--- src/rtl/tts_pkg.sv ---
// Types and constants shared by the tiled texture address generator.
`default_nettype none

package tts_pkg;

   localparam int COORD_W    = 10;
   localparam int PIX_W      = 32;
   localparam int IDX_W      = 20;
   localparam int ADDR_W     = 22;
   localparam int LOG2_W     = 4;
   localparam int BPP_W      = 3;
   localparam int SIZE_W     = 11;
   localparam int BYTE_W     = 8;
   localparam int CSR_IDX_W  = 3;
   localparam int CSR_DATA_W = 11;
   localparam int TILE_LOG2  = 3;

   localparam logic [BPP_W-1:0] BPP_MIN = 3'd2;
   localparam logic [BPP_W-1:0] BPP_MID = 3'd3;
   localparam logic [BPP_W-1:0] BPP_MAX = 3'd4;

   localparam logic [CSR_IDX_W-1:0] REG_PADDED_WIDTH_LOG2  = 3'd0;
   localparam logic [CSR_IDX_W-1:0] REG_PADDED_HEIGHT_LOG2 = 3'd1;
   localparam logic [CSR_IDX_W-1:0] REG_BYTES_PER_PIXEL    = 3'd2;
   localparam logic [CSR_IDX_W-1:0] REG_CONTENT_WIDTH      = 3'd3;
   localparam logic [CSR_IDX_W-1:0] REG_CONTENT_HEIGHT     = 3'd4;
   localparam logic [CSR_IDX_W-1:0] REG_PAD_BYTE           = 3'd5;

   typedef struct packed {
      logic [LOG2_W-1:0] padded_width_log2;
      logic [LOG2_W-1:0] padded_height_log2;
      logic [BPP_W-1:0]  bytes_per_pixel;
      logic [SIZE_W-1:0] content_width;
      logic [SIZE_W-1:0] content_height;
      logic [BYTE_W-1:0] pad_byte;
   } cfg_type;

   typedef struct packed {
      logic [IDX_W-1:0]  dest_pixel_index;
      logic [ADDR_W-1:0] dest_byte_address;
      logic [PIX_W-1:0]  pixel_out;
      logic              is_padding;
      logic              out_of_range;
   } rsp_type;

endpackage

`default_nettype wire

--- src/rtl/tts_calc.sv ---
// Address, byte order and padding logic for one pixel word.
`default_nettype none

module tts_calc #(
   parameter int MAX_DIM_LOG2 = 10
) (
   input  tts_pkg::cfg_type                  cfg,
   input  logic [tts_pkg::COORD_W-1:0]       pixel_x,
   input  logic [tts_pkg::COORD_W-1:0]       pixel_y,
   input  logic [tts_pkg::PIX_W-1:0]         pixel_in,
   output tts_pkg::rsp_type                  rsp
);
   import tts_pkg::*;

   localparam int CW = (MAX_DIM_LOG2 > COORD_W) ? MAX_DIM_LOG2 : COORD_W;
   localparam logic [LOG2_W-1:0] MIN_L = LOG2_W'(TILE_LOG2);
   localparam logic [LOG2_W-1:0] MAX_L = LOG2_W'(MAX_DIM_LOG2);

   logic [LOG2_W-1:0]      wl;
   logic [LOG2_W-1:0]      hl;
   logic [BPP_W-1:0]       bpp;
   logic [CW-1:0]          x_ext;
   logic [CW-1:0]          y_ext;
   logic [CW-1:0]          h_mask;
   logic [CW-1:0]          fy;
   logic                   oor;
   logic                   pad;
   logic [ADDR_W-1:0]      tile;
   logic [ADDR_W-1:0]      idx;
   logic [ADDR_W-1:0]      addr;
   logic [2*TILE_LOG2-1:0] morton;
   logic [PIX_W-1:0]       src;
   logic [PIX_W-1:0]       swapped;

   always_comb begin
      if (cfg.padded_width_log2 < MIN_L) begin
         wl = MIN_L;
      end else if (cfg.padded_width_log2 > MAX_L) begin
         wl = MAX_L;
      end else begin
         wl = cfg.padded_width_log2;
      end
      if (cfg.padded_height_log2 < MIN_L) begin
         hl = MIN_L;
      end else if (cfg.padded_height_log2 > MAX_L) begin
         hl = MAX_L;
      end else begin
         hl = cfg.padded_height_log2;
      end
      if (cfg.bytes_per_pixel < BPP_MIN) begin
         bpp = BPP_MIN;
      end else if (cfg.bytes_per_pixel > BPP_MAX) begin
         bpp = BPP_MAX;
      end else begin
         bpp = cfg.bytes_per_pixel;
      end

      x_ext  = CW'(pixel_x);
      y_ext  = CW'(pixel_y);
      oor    = ((x_ext >> wl) != '0) || ((y_ext >> hl) != '0);
      h_mask = ~({CW{1'b1}} << hl);
      fy     = h_mask - y_ext;

      tile = (ADDR_W'(fy >> TILE_LOG2) << (wl - MIN_L)) + ADDR_W'(x_ext >> TILE_LOG2);
      for (int b = 0; b < TILE_LOG2; b++) begin
         morton[2*b]   = x_ext[b];
         morton[2*b+1] = fy[b];
      end
      idx = (tile << (2 * TILE_LOG2)) | ADDR_W'(morton);

      case (bpp)
         BPP_MIN: addr = idx << 1;
         BPP_MID: addr = idx + (idx << 1);
         default: addr = idx << 2;
      endcase

      pad = ({1'b0, pixel_x} >= cfg.content_width) || ({1'b0, pixel_y} >= cfg.content_height);
      src = pad ? {4{cfg.pad_byte}} : pixel_in;
      case (bpp)
         BPP_MIN: swapped = {16'h0, src[7:0], src[15:8]};
         BPP_MID: swapped = {8'h0, src[7:0], src[15:8], src[23:16]};
         default: swapped = {src[7:0], src[15:8], src[23:16], src[31:24]};
      endcase

      if (oor) begin
         rsp = '0;
         rsp.out_of_range = 1'b1;
      end else begin
         rsp.dest_pixel_index  = idx[IDX_W-1:0];
         rsp.dest_byte_address = addr;
         rsp.pixel_out         = swapped;
         rsp.is_padding        = pad;
         rsp.out_of_range      = 1'b0;
      end
   end

endmodule

`default_nettype wire

--- src/rtl/texture_tile_swizzle_address_top.sv ---
// Top level of the tiled texture address generator: registers, word stages, checks.
//
//   channel  handshake               payload
//   request  start / busy            req_pixel_x, req_pixel_y, req_pixel_in
//   response rsp_valid (strobe)      rsp_dest_pixel_index, rsp_dest_byte_address,
//                                    rsp_pixel_out, rsp_is_padding, rsp_out_of_range
//   csr      csr_valid / csr_ready   csr_index, csr_data
//
// One word enters per clock; busy stays low. A word taken is registered in the
// input registers, mapped combinationally in the next cycle and captured in the
// result register, then shows on the response ports for exactly one cycle.
// Synchronous reset clears the strobes and loads the register defaults. The
// receiver cannot stall, so nothing is held back.
`default_nettype none

module texture_tile_swizzle_address_top #(
   parameter int MAX_DIM_LOG2 = 10
) (
   input  logic                              clock,
   input  logic                              reset,
   input  logic                              start,
   output logic                              busy,
   input  logic [tts_pkg::COORD_W-1:0]       req_pixel_x,
   input  logic [tts_pkg::COORD_W-1:0]       req_pixel_y,
   input  logic [tts_pkg::PIX_W-1:0]         req_pixel_in,
   output logic                              rsp_valid,
   output logic [tts_pkg::IDX_W-1:0]         rsp_dest_pixel_index,
   output logic [tts_pkg::ADDR_W-1:0]        rsp_dest_byte_address,
   output logic [tts_pkg::PIX_W-1:0]         rsp_pixel_out,
   output logic                              rsp_is_padding,
   output logic                              rsp_out_of_range,
   input  logic                              csr_valid,
   output logic                              csr_ready,
   input  logic [tts_pkg::CSR_IDX_W-1:0]     csr_index,
   input  logic [tts_pkg::CSR_DATA_W-1:0]    csr_data
);
   import tts_pkg::*;

   cfg_type              cfg_ff;
   cfg_type              cfg_in;
   logic                 req_valid_ff;
   logic [COORD_W-1:0]   req_x_ff;
   logic [COORD_W-1:0]   req_y_ff;
   logic [PIX_W-1:0]     req_pix_ff;
   logic                 rsp_valid_ff;
   rsp_type              rsp_ff;
   rsp_type              rsp_in;
   logic                 accept;

   assign busy      = 1'b0;
   assign csr_ready = 1'b1;
   assign accept    = start && !busy;

   always_comb begin
      cfg_in = cfg_ff;
      if (csr_valid && csr_ready) begin
         unique case (csr_index)
            REG_PADDED_WIDTH_LOG2:  cfg_in.padded_width_log2  = csr_data[LOG2_W-1:0];
            REG_PADDED_HEIGHT_LOG2: cfg_in.padded_height_log2 = csr_data[LOG2_W-1:0];
            REG_BYTES_PER_PIXEL:    cfg_in.bytes_per_pixel    = csr_data[BPP_W-1:0];
            REG_CONTENT_WIDTH:      cfg_in.content_width      = csr_data[SIZE_W-1:0];
            REG_CONTENT_HEIGHT:     cfg_in.content_height     = csr_data[SIZE_W-1:0];
            REG_PAD_BYTE:           cfg_in.pad_byte           = csr_data[BYTE_W-1:0];
            default:                cfg_in = cfg_ff;
         endcase
      end
   end

   always_ff @(posedge clock) begin
      if (reset) begin
         cfg_ff.padded_width_log2  <= LOG2_W'(3);
         cfg_ff.padded_height_log2 <= LOG2_W'(3);
         cfg_ff.bytes_per_pixel    <= BPP_MAX;
         cfg_ff.content_width      <= SIZE_W'(8);
         cfg_ff.content_height     <= SIZE_W'(8);
         cfg_ff.pad_byte           <= '0;
         req_valid_ff              <= 1'b0;
         rsp_valid_ff              <= 1'b0;
      end else begin
         cfg_ff       <= cfg_in;
         req_valid_ff <= accept;
         rsp_valid_ff <= req_valid_ff;
      end
   end

   always_ff @(posedge clock) begin
      if (accept) begin
         req_x_ff   <= req_pixel_x;
         req_y_ff   <= req_pixel_y;
         req_pix_ff <= req_pixel_in;
      end
      if (req_valid_ff) begin
         rsp_ff <= rsp_in;
      end
   end

   tts_calc #(
      .MAX_DIM_LOG2(MAX_DIM_LOG2)
   ) u_calc (
      .cfg      (cfg_ff),
      .pixel_x  (req_x_ff),
      .pixel_y  (req_y_ff),
      .pixel_in (req_pix_ff),
      .rsp      (rsp_in)
   );

   assign rsp_valid             = rsp_valid_ff;
   assign rsp_dest_pixel_index  = rsp_ff.dest_pixel_index;
   assign rsp_dest_byte_address = rsp_ff.dest_byte_address;
   assign rsp_pixel_out         = rsp_ff.pixel_out;
   assign rsp_is_padding        = rsp_ff.is_padding;
   assign rsp_out_of_range      = rsp_ff.out_of_range;

   a_word_advances: assert property (@(posedge clock) disable iff (reset)
      start |=> ##1 rsp_valid)
      else $error("accepted word did not reach the response port");

   a_oor_zero: assert property (@(posedge clock) disable iff (reset)
      (rsp_valid && rsp_out_of_range) |->
         (rsp_dest_pixel_index == '0 && rsp_dest_byte_address == '0 &&
          rsp_pixel_out == '0 && !rsp_is_padding))
      else $error("out of range word carries nonzero fields");

   a_addr_bpp4: assert property (@(posedge clock) disable iff (reset)
      (rsp_valid && !rsp_out_of_range && cfg_ff.bytes_per_pixel == BPP_MAX) |->
         (rsp_dest_byte_address == {rsp_dest_pixel_index, 2'b00}))
      else $error("byte address does not match pixel index at four bytes per pixel");

endmodule

`default_nettype wire

--- config.mk ---
export PLATFORM = sky130hd
export DESIGN_NAME = texture_tile_swizzle_address_top
export DESIGN_NICKNAME = d
export VERILOG_FILES = /design/src/rtl/tts_pkg.sv /design/src/rtl/tts_calc.sv /design/src/rtl/texture_tile_swizzle_address_top.sv
export SDC_FILE = /design/constraint.sdc
export NUM_CORES = 1
export LEC_CHECK = 0
export BUFFER_PORTS_ARGS = -buffer_cell sky130_fd_sc_hd__buf_2
export CORE_MARGIN = 3
export CORE_UTILIZATION = 40
export CTS_CLUSTER_SIZE = 12
export DETAILED_ROUTE_END_ITERATION = 7
export REMOVE_ABC_BUFFERS = 1
export SLEW_MARGIN = 30
export SYNTH_ARGS = -nofsm -noshare
export SYNTH_HDL_FRONTEND = slang
export SYNTH_HIERARCHICAL = 1
export SYNTH_SLANG_ARGS = --single-unit
--- constraint.sdc ---
create_clock -name clock -period 7.1 [get_ports clock]
set_input_delay 0.355 -clock clock [delete_from_list [all_inputs] [get_ports clock]]
set_output_delay 0.355 -clock clock [all_outputs]
set_load 0.05 [all_outputs]
* Yosys cells after proc, flatten, opt, wreduce, memory -nomap -nowiden *
Cells that the tools add are included.

word-level totals
  register bits after elaboration = 171
  output and inout port bits = 79
  logic and storage cells = 62
  input bits = 70

cells by class
  equal/unequal tests = 7
  reduce and logical (&&, ||, !) cells = 11
  mux-type cells = 10
  shift-type cells = 4
  $add $sub $neg = 4
  bitwise operators = 2
  magnitude comparators = 8

operators with widths
  operator                                                                number
  32-bit one-hot mux with 2 select lines                                  1
  22-bit one-hot mux with 2 select lines                                  1
  32-bit 2-to-1 mux                                                       1
  22-bit adder                                                            1
  10-bit by 11-bit greater-or-equal comparator with 1-bit output          2
  22-bit by 6-bit bitwise OR with 22-bit output                           1
  10-bit nonzero test                                                     2
  10-bit by 4-bit right shift with 10-bit output                          2
  16-bit by 7-bit adder with 16-bit output                                1
  4-bit 2-to-1 mux                                                        4
  7-bit by 4-bit left shift with 16-bit output                            1
  3-bit by 2-bit equality test with 1-bit output (second input constant)  4
  2-bit AND reduction                                                     6
  10-bit inverter                                                         1
  10-bit by 4-bit left shift with 10-bit output (first input constant)    1
  10-bit subtractor                                                       1
  4-bit > comparator (second input constant)                              2
  4-bit by 2-bit < comparator with 1-bit output (second input constant)   2
  3-bit equality test (second input constant)                             2
  3-bit 2-to-1 mux                                                        2
  4-bit by 2-bit subtractor with 4-bit output (second input constant)     1
  3-bit by 1-bit equality test with 1-bit output (second input constant)  1
  3-bit > comparator (second input constant)                              1
  3-bit logical NOT                                                       1
  3 further kinds                                                         4

* Logic depth before layout (Yosys ltp) *
  word-level depth = 11
  depth in mapped cells = 32
  mapped depth without buffers = 29

* Hierarchy *
Netlist, hierarchy kept.

by module, submodules not included
  module                            cells an instance  times used  sequential area each (um^2)  area an instance (um^2)
  texture_tile_swizzle_address_top  297                1           4704.5                       5641.7
  tts_calc                          698                1           0.0                          4558.1

* Worst setup path before layout *
OpenSTA, ideal clock, no wires.

  path type = reg2reg
  start = register cfg_ff[36] in the netlist's numbering
  end = register rsp_ff (netlist bit rsp_dest_byte_address[21]), data pin
  required time = 6843 ps
  cell stages (with the launch flop) = 27
  buffers on the path = 2
  clock period less this slack = 5585 ps
  library setup time = 257 ps
  arrival time = 5328 ps
  slack = 1515 ps
  path through = dfxtp_1 > buf_2 > nand2b_1 > ha_1 > buf_2 > inv_1 > a311o_1 > a311oi_1 > o22ai_1 > nor2_1 > a21oi_1 > and2_1 > ha_1 > a21oi_1 > o21bai_1 > a21oi_1 > a211oi_1 > nand3_1 > xor2_2 > inv_1 > ha_1 > nor2b_1 > or3b_2 > mux2i_1 > nor4_2 > o21a_1 > o2111a_1

between the ends
  word-level cells in the longest chain between the ends = 11
  elaborated cells between the ends (all ways) = 15
  those cells by class = add/sub: 3; order compare: 2; shift: 3; mux: 3; bitwise: 2; reduce/logical: 2

RTL lines
  what                                           line                                    source
  start, declared                                texture_tile_swizzle_address_top.sv:39  cfg_type cfg_ff;
  start signal, assigned                         texture_tile_swizzle_address_top.sv:80  cfg_ff <= cfg_in;
  4-bit > comparator                             tts_calc.sv:45                          end else if (cfg.padded_height_log2 > MAX_L) begin
  4-bit 2-to-1 mux                               tts_calc.sv:45
  4-bit 2-to-1 mux *                             tts_calc.sv:43                          if (cfg.padded_height_log2 < MIN_L) begin
  10-bit by 4-bit left shift with 10-bit output  tts_calc.sv:61                          h_mask = ~({CW{1'b1}} << hl);
  10-bit inverter                                tts_calc.sv:61
  10-bit subtractor                              tts_calc.sv:62                          fy = h_mask - y_ext;
  7-bit by 4-bit left shift with 16-bit output   tts_calc.sv:64                          tile = (ADDR_W'(fy >> TILE_LOG2) << (wl - MIN_L)) + ADDR_W'(x_ext >> TILE_LOG2);
  16-bit by 7-bit adder with 16-bit output       tts_calc.sv:64
  22-bit by 6-bit bitwise OR with 22-bit output  tts_calc.sv:69                          idx = (tile << (2 * TILE_LOG2)) | ADDR_W'(morton);
  22-bit adder                                   tts_calc.sv:73                          BPP_MID: addr = idx + (idx << 1);
  22-bit one-hot mux with 2 select lines         tts_calc.sv:71                          case (bpp)
  end signal, assigned                           texture_tile_swizzle_address_top.sv:93  rsp_ff <= rsp_in;
  end, declared                                  texture_tile_swizzle_address_top.sv:46  rsp_type rsp_ff;

Every way passes the cells marked *; elsewhere a longest branch is shown, timed or not.
A chain may end at the register's enable or synchronous reset.

* Worst setup path after layout *
  start = register cfg_ff[35] in the netlist's numbering
  end = register rsp_ff (netlist bit rsp_dest_byte_address[21]), data pin

The elaborated chain is that of the path after synthesis.

==> flow_summary.yaml <==
synthesis:
  ys_seq_elements: 171
  synth_area_um2: 10200
  syn_avg_cell_area_um2: 10.3
  ys_seq_area_frac: 0.461
  ys_warn_count: 6
  synthFlopType: "edfxtp_1"
  async_reset_ff_frac: 0
  synth_edf_count: 128
  syn_inst: 995
  ys_types: 90
timing:
  rsz0062_at_grt: "no"
  fin_tns_setup_ns: 0
  finalCritPeriodShare: 0.897
  tightest_slew_ns: 0.884
  setup_viol: 0
  finalCriticalPeriod_ns: 6.37
  setup_slack_ns: 0.730
  drv_slew: 0
  skew_ns: 0.0163
  clock.fmax_ghz: 0.157
  slew_headroom: 0.408
  hold_viol: 0
clock_tree:
  clk_pin_slew_ns: 0.08
  htreeDepth: 4
  cts_tree: "done"
  root_buffer: "clkbuf_16"
  ctsHoldBuffers: 0
  cts_buffers: 17
  numClockSinks: 171
  cts_max_path_buffers: 2
  cts_setup_buffers: 0
  insertion_delay_ns: 0.44
  post_cts_resize_count: 0
place:
  place_hpwl_mm: 18.3
  place_area_um2: 11200
  io_buffers: 146
  pre_cts_slack_ns: 0.838
  routabilityCongestion: 0.924
layout:
  fin_nets: 1248
  fillers: 2323
  design_area_um2: 11800
  final_layout_size_suffix_gt1_frac: 0.202
  final_util: 0.479
  num_antenna_cells: 0
  syn2layout_area_growth_pct: 15.9
grt:
  grt_pass1_vias: 7613
  grt_usage: 0.182
  grt_first_pass_wirelength_mm: 40.3
  grt_max_degree: 75
  antenna_found_initial: 1
  overflow: 0
floorplanning:
  die_x_um: 166
  die_area_um2: 27500
  io_pins: 149
  die_h_um: 166
  core_um2: 24700
  start_util: 0.413
  rows: 57
pwr:
  leakagePower_nw: 4.76
  vdd_drop_max_mv: 0.144
  power_per_cell_area_nw_per_um2: 250
setup_path:
  cp.buffers_inverters: 1
  worstReg2RegStart: "cfg_ff[35]"
  path_class: "reg -> reg"
  worstSetupStartpointType: "register"
  crit_path_max_fanout: 10
  end_kind: "register"
  cp.required_ns: 7.29
  crit_family: "compound AO/OA/AOI/OAI gates"
  r2r_slack_ns: 0.73
  worstPathArrival_ns: 6.56
  cp_slowest_stage_delay_ns: 0.51
  crit_slowest_cell: "dfxtp_1"
  startpoint: "cfg_ff[35]"
worst_hold_path:
  hold_path_class: "in -> reg"
  min_from: "req_pixel_in[2]"
routing:
  drt_pass1_iterations: 5
  via_count: 7796
  drt_iter0_markers: 569
  wl_mm: 25.4
  wl_per_cell_um: 17.4
  drt-vias-per-instance: 5.36
  antenna_left: 0
  drc: 0
run:
  maxCapViolCount: 0
run_status:
  run_status: "finished, final reports clean"
==> worst paths after layout <==
| kind | endpoint | cells after the start |
|---|---|---|
| min | req_pix_ff[2] | 1 |
| max | rsp_dest_byte_address[21] | 25 |
| max reg2reg | rsp_dest_byte_address[21] | 25 |
| min reg2reg | cfg_ff[16] | 2 |
==> power by group <==
| group | total, mW | switching [mW] | internal, mW | leakage, nW |
|---|---|---|---|---|
| Combinational | 0.826 | 0.504 | 0.322 | 2.86 |
| Clock | 0.977 | 0.488 | 0.489 | 0.303 |
| Sequential | 1.15 | 0.0318 | 1.12 | 1.60 |
==> sequential cells by signal, indices dropped and copies added (netlist names) <==
signal	flops
req_y_ff	10
req_x_ff	10
rsp_dest_byte_address	22
rsp_out_of_range	1
rsp_is_padding	1
req_valid_ff	1
req_pix_ff	32
cfg_ff	41
rsp_valid	1
rsp_dest_pixel_index	20
rsp_pixel_out	32
==> per-stage QoR <==
| stage | std cells | hold slack [ns] | total power [mW] |
|---|---|---|---|
| 4_1_cts | 1455 | 0.0561 | 2.97 |
| 3_3_place_gp | 1423 | 0.459 | 1.98 |
| 5_1_grt | 1455 | 0.0576 | 3.10 |
| 2_1_floorplan | 941 | 0.427 | 1.78 |
| 3_5_place_dp | 1423 | 0.465 | 1.99 |
| 6_report | 1455 | 0.0801 | 2.95 |
==> metal layers <==
metal,track usage,share of wire,vias up
li1,-,-,3875
met2,0.303,0.47,242
met4,0.0633,0.022,2
met5,0,0.00036,-
met3,0.0408,0.056,33
met1,0.234,0.45,3644
==> cells by family after synthesis <==
| kind of cell | synth area share |
|---|---|
| and+or+nand+nor | 0.148 |
| xor gates and xnor gates | 0.0297 |
| muxes | 0.0650 |
| DFF | 0.461 |
| adders and majority gates | 0.0758 |
| other | 0.00147 |
| AOI/OAI and AO/OA | 0.171 |
| buffers and inverters | 0.0477 |
==> layout make-up <==
class | count | area [um^2] | area share
multi-input cells | 711 | 5030 | 0.425
clock buffers | 17 | 425 | 0.0360
inverters | 59 | 229 | 0.0194
repair buffers | 158 | 821 | 0.0694
well taps | 324 | 405 | 0.0343
clock inverters | 15 | 204 | 0.0173
flip-flops and latches | 171 | 4710 | 0.398
==> layout by cell type, fill, tap and decap left out, types with 6 or more instances in the layout <==
| cell type | netlist | final |
|---|---|---|
| buf_2 | 10 | 146 |
| edfxtp_1 | 128 | 128 |
| nor2_1 | 91 | 90 |
| nand2_1 | 72 | 72 |
| a21oi_1 | 67 | 67 |
| mux2i_1 | 61 | 61 |
| ha_1 | 57 | 57 |
| inv_1 | 56 | 56 |
| nand2b_1 | 54 | 54 |
| o21ai_0 | 49 | 49 |
| dfxtp_1 | 43 | 41 |
| a211oi_1 | 31 | 31 |
| xnor2_1 | 18 | 18 |
| clkbuf_16 | 0 | 17 |
| o21a_1 | 15 | 15 |
| a22o_1 | 15 | 15 |
| buf_4 | 5 | 12 |
| a21o_1 | 12 | 12 |
| xor2_1 | 11 | 11 |
| nand3_1 | 11 | 11 |
| nor3_1 | 9 | 9 |
| nor2b_1 | 8 | 8 |
| a31oi_1 | 8 | 8 |
| conb_1 | 4 | 6 |
| nand4_1 | 6 | 6 |
| o211ai_1 | 6 | 6 |
==> cell usage after synthesis, types with 3 or more instances <==
| library cell | number | share of area |
|---|---|---|
| o21bai_1 | 5 | 0.0037 |
| and2_1 | 5 | 0.0031 |
| a22o_1 | 15 | 0.013 |
| o21ai_1 | 4 | 0.0020 |
| clkbuf_1 | 33 | 0.012 |
| nor4_1 | 4 | 0.0025 |
| buf_1 | 5 | 0.0018 |
| nand4bb_1 | 3 | 0.0033 |
| o21ai_0 | 49 | 0.024 |
| nand2_1 | 72 | 0.026 |
| fa_1 | 3 | 0.0059 |
| buf_4 | 5 | 0.0037 |
| buf_2 | 10 | 0.0049 |
| o221ai_1 | 3 | 0.0026 |
| a31oi_1 | 8 | 0.0049 |
| xnor2_1 | 18 | 0.015 |
| mux2i_1 | 61 | 0.060 |
| edfxtp_1 | 128 | 0.38 |
| o211ai_1 | 6 | 0.0044 |
| o21a_1 | 15 | 0.011 |
| nand3_1 | 11 | 0.0054 |
| dfxtp_1 | 43 | 0.084 |
| inv_1 | 56 | 0.021 |
| ha_1 | 57 | 0.070 |
| conb_1 | 4 | 0.0015 |
| nor2b_1 | 8 | 0.0049 |
| o22ai_1 | 5 | 0.0031 |
| a211oi_1 | 31 | 0.023 |
| nor3_1 | 9 | 0.0044 |
| nor4b_1 | 4 | 0.0034 |
| o31a_1 | 3 | 0.0026 |
| nand4_1 | 6 | 0.0037 |
| nor2_1 | 91 | 0.033 |
| nand4b_1 | 3 | 0.0026 |
| nand2b_1 | 54 | 0.033 |
| xor2_1 | 11 | 0.0094 |
| a21o_1 | 12 | 0.0088 |
| a21oi_1 | 67 | 0.033 |
==> worst register-to-register path, cell delays in order, from the launching register on <==
cell,delay [ns]
dfxtp_1,0.51
nand2_1,0.14
nand2b_1,0.10
ha_1,0.31
nor3b_1,0.18
a311o_1,0.27
a311oi_1,0.41
o22ai_1,0.24
nor2_1,0.15
a21oi_1,0.06
and2_1,0.14
ha_1,0.32
a21oi_1,0.10
o21bai_1,0.13
a21oi_1,0.11
a211oi_1,0.44
nand3_1,0.19
xor2_2,0.46
inv_1,0.18
ha_1,0.37
nor2b_1,0.18
or3b_2,0.45
mux2i_1,0.17
nor4_2,0.08
o21a_1,0.21
o2111a_1,0.24
Note: power is estimated with default switching activity, not from simulation.
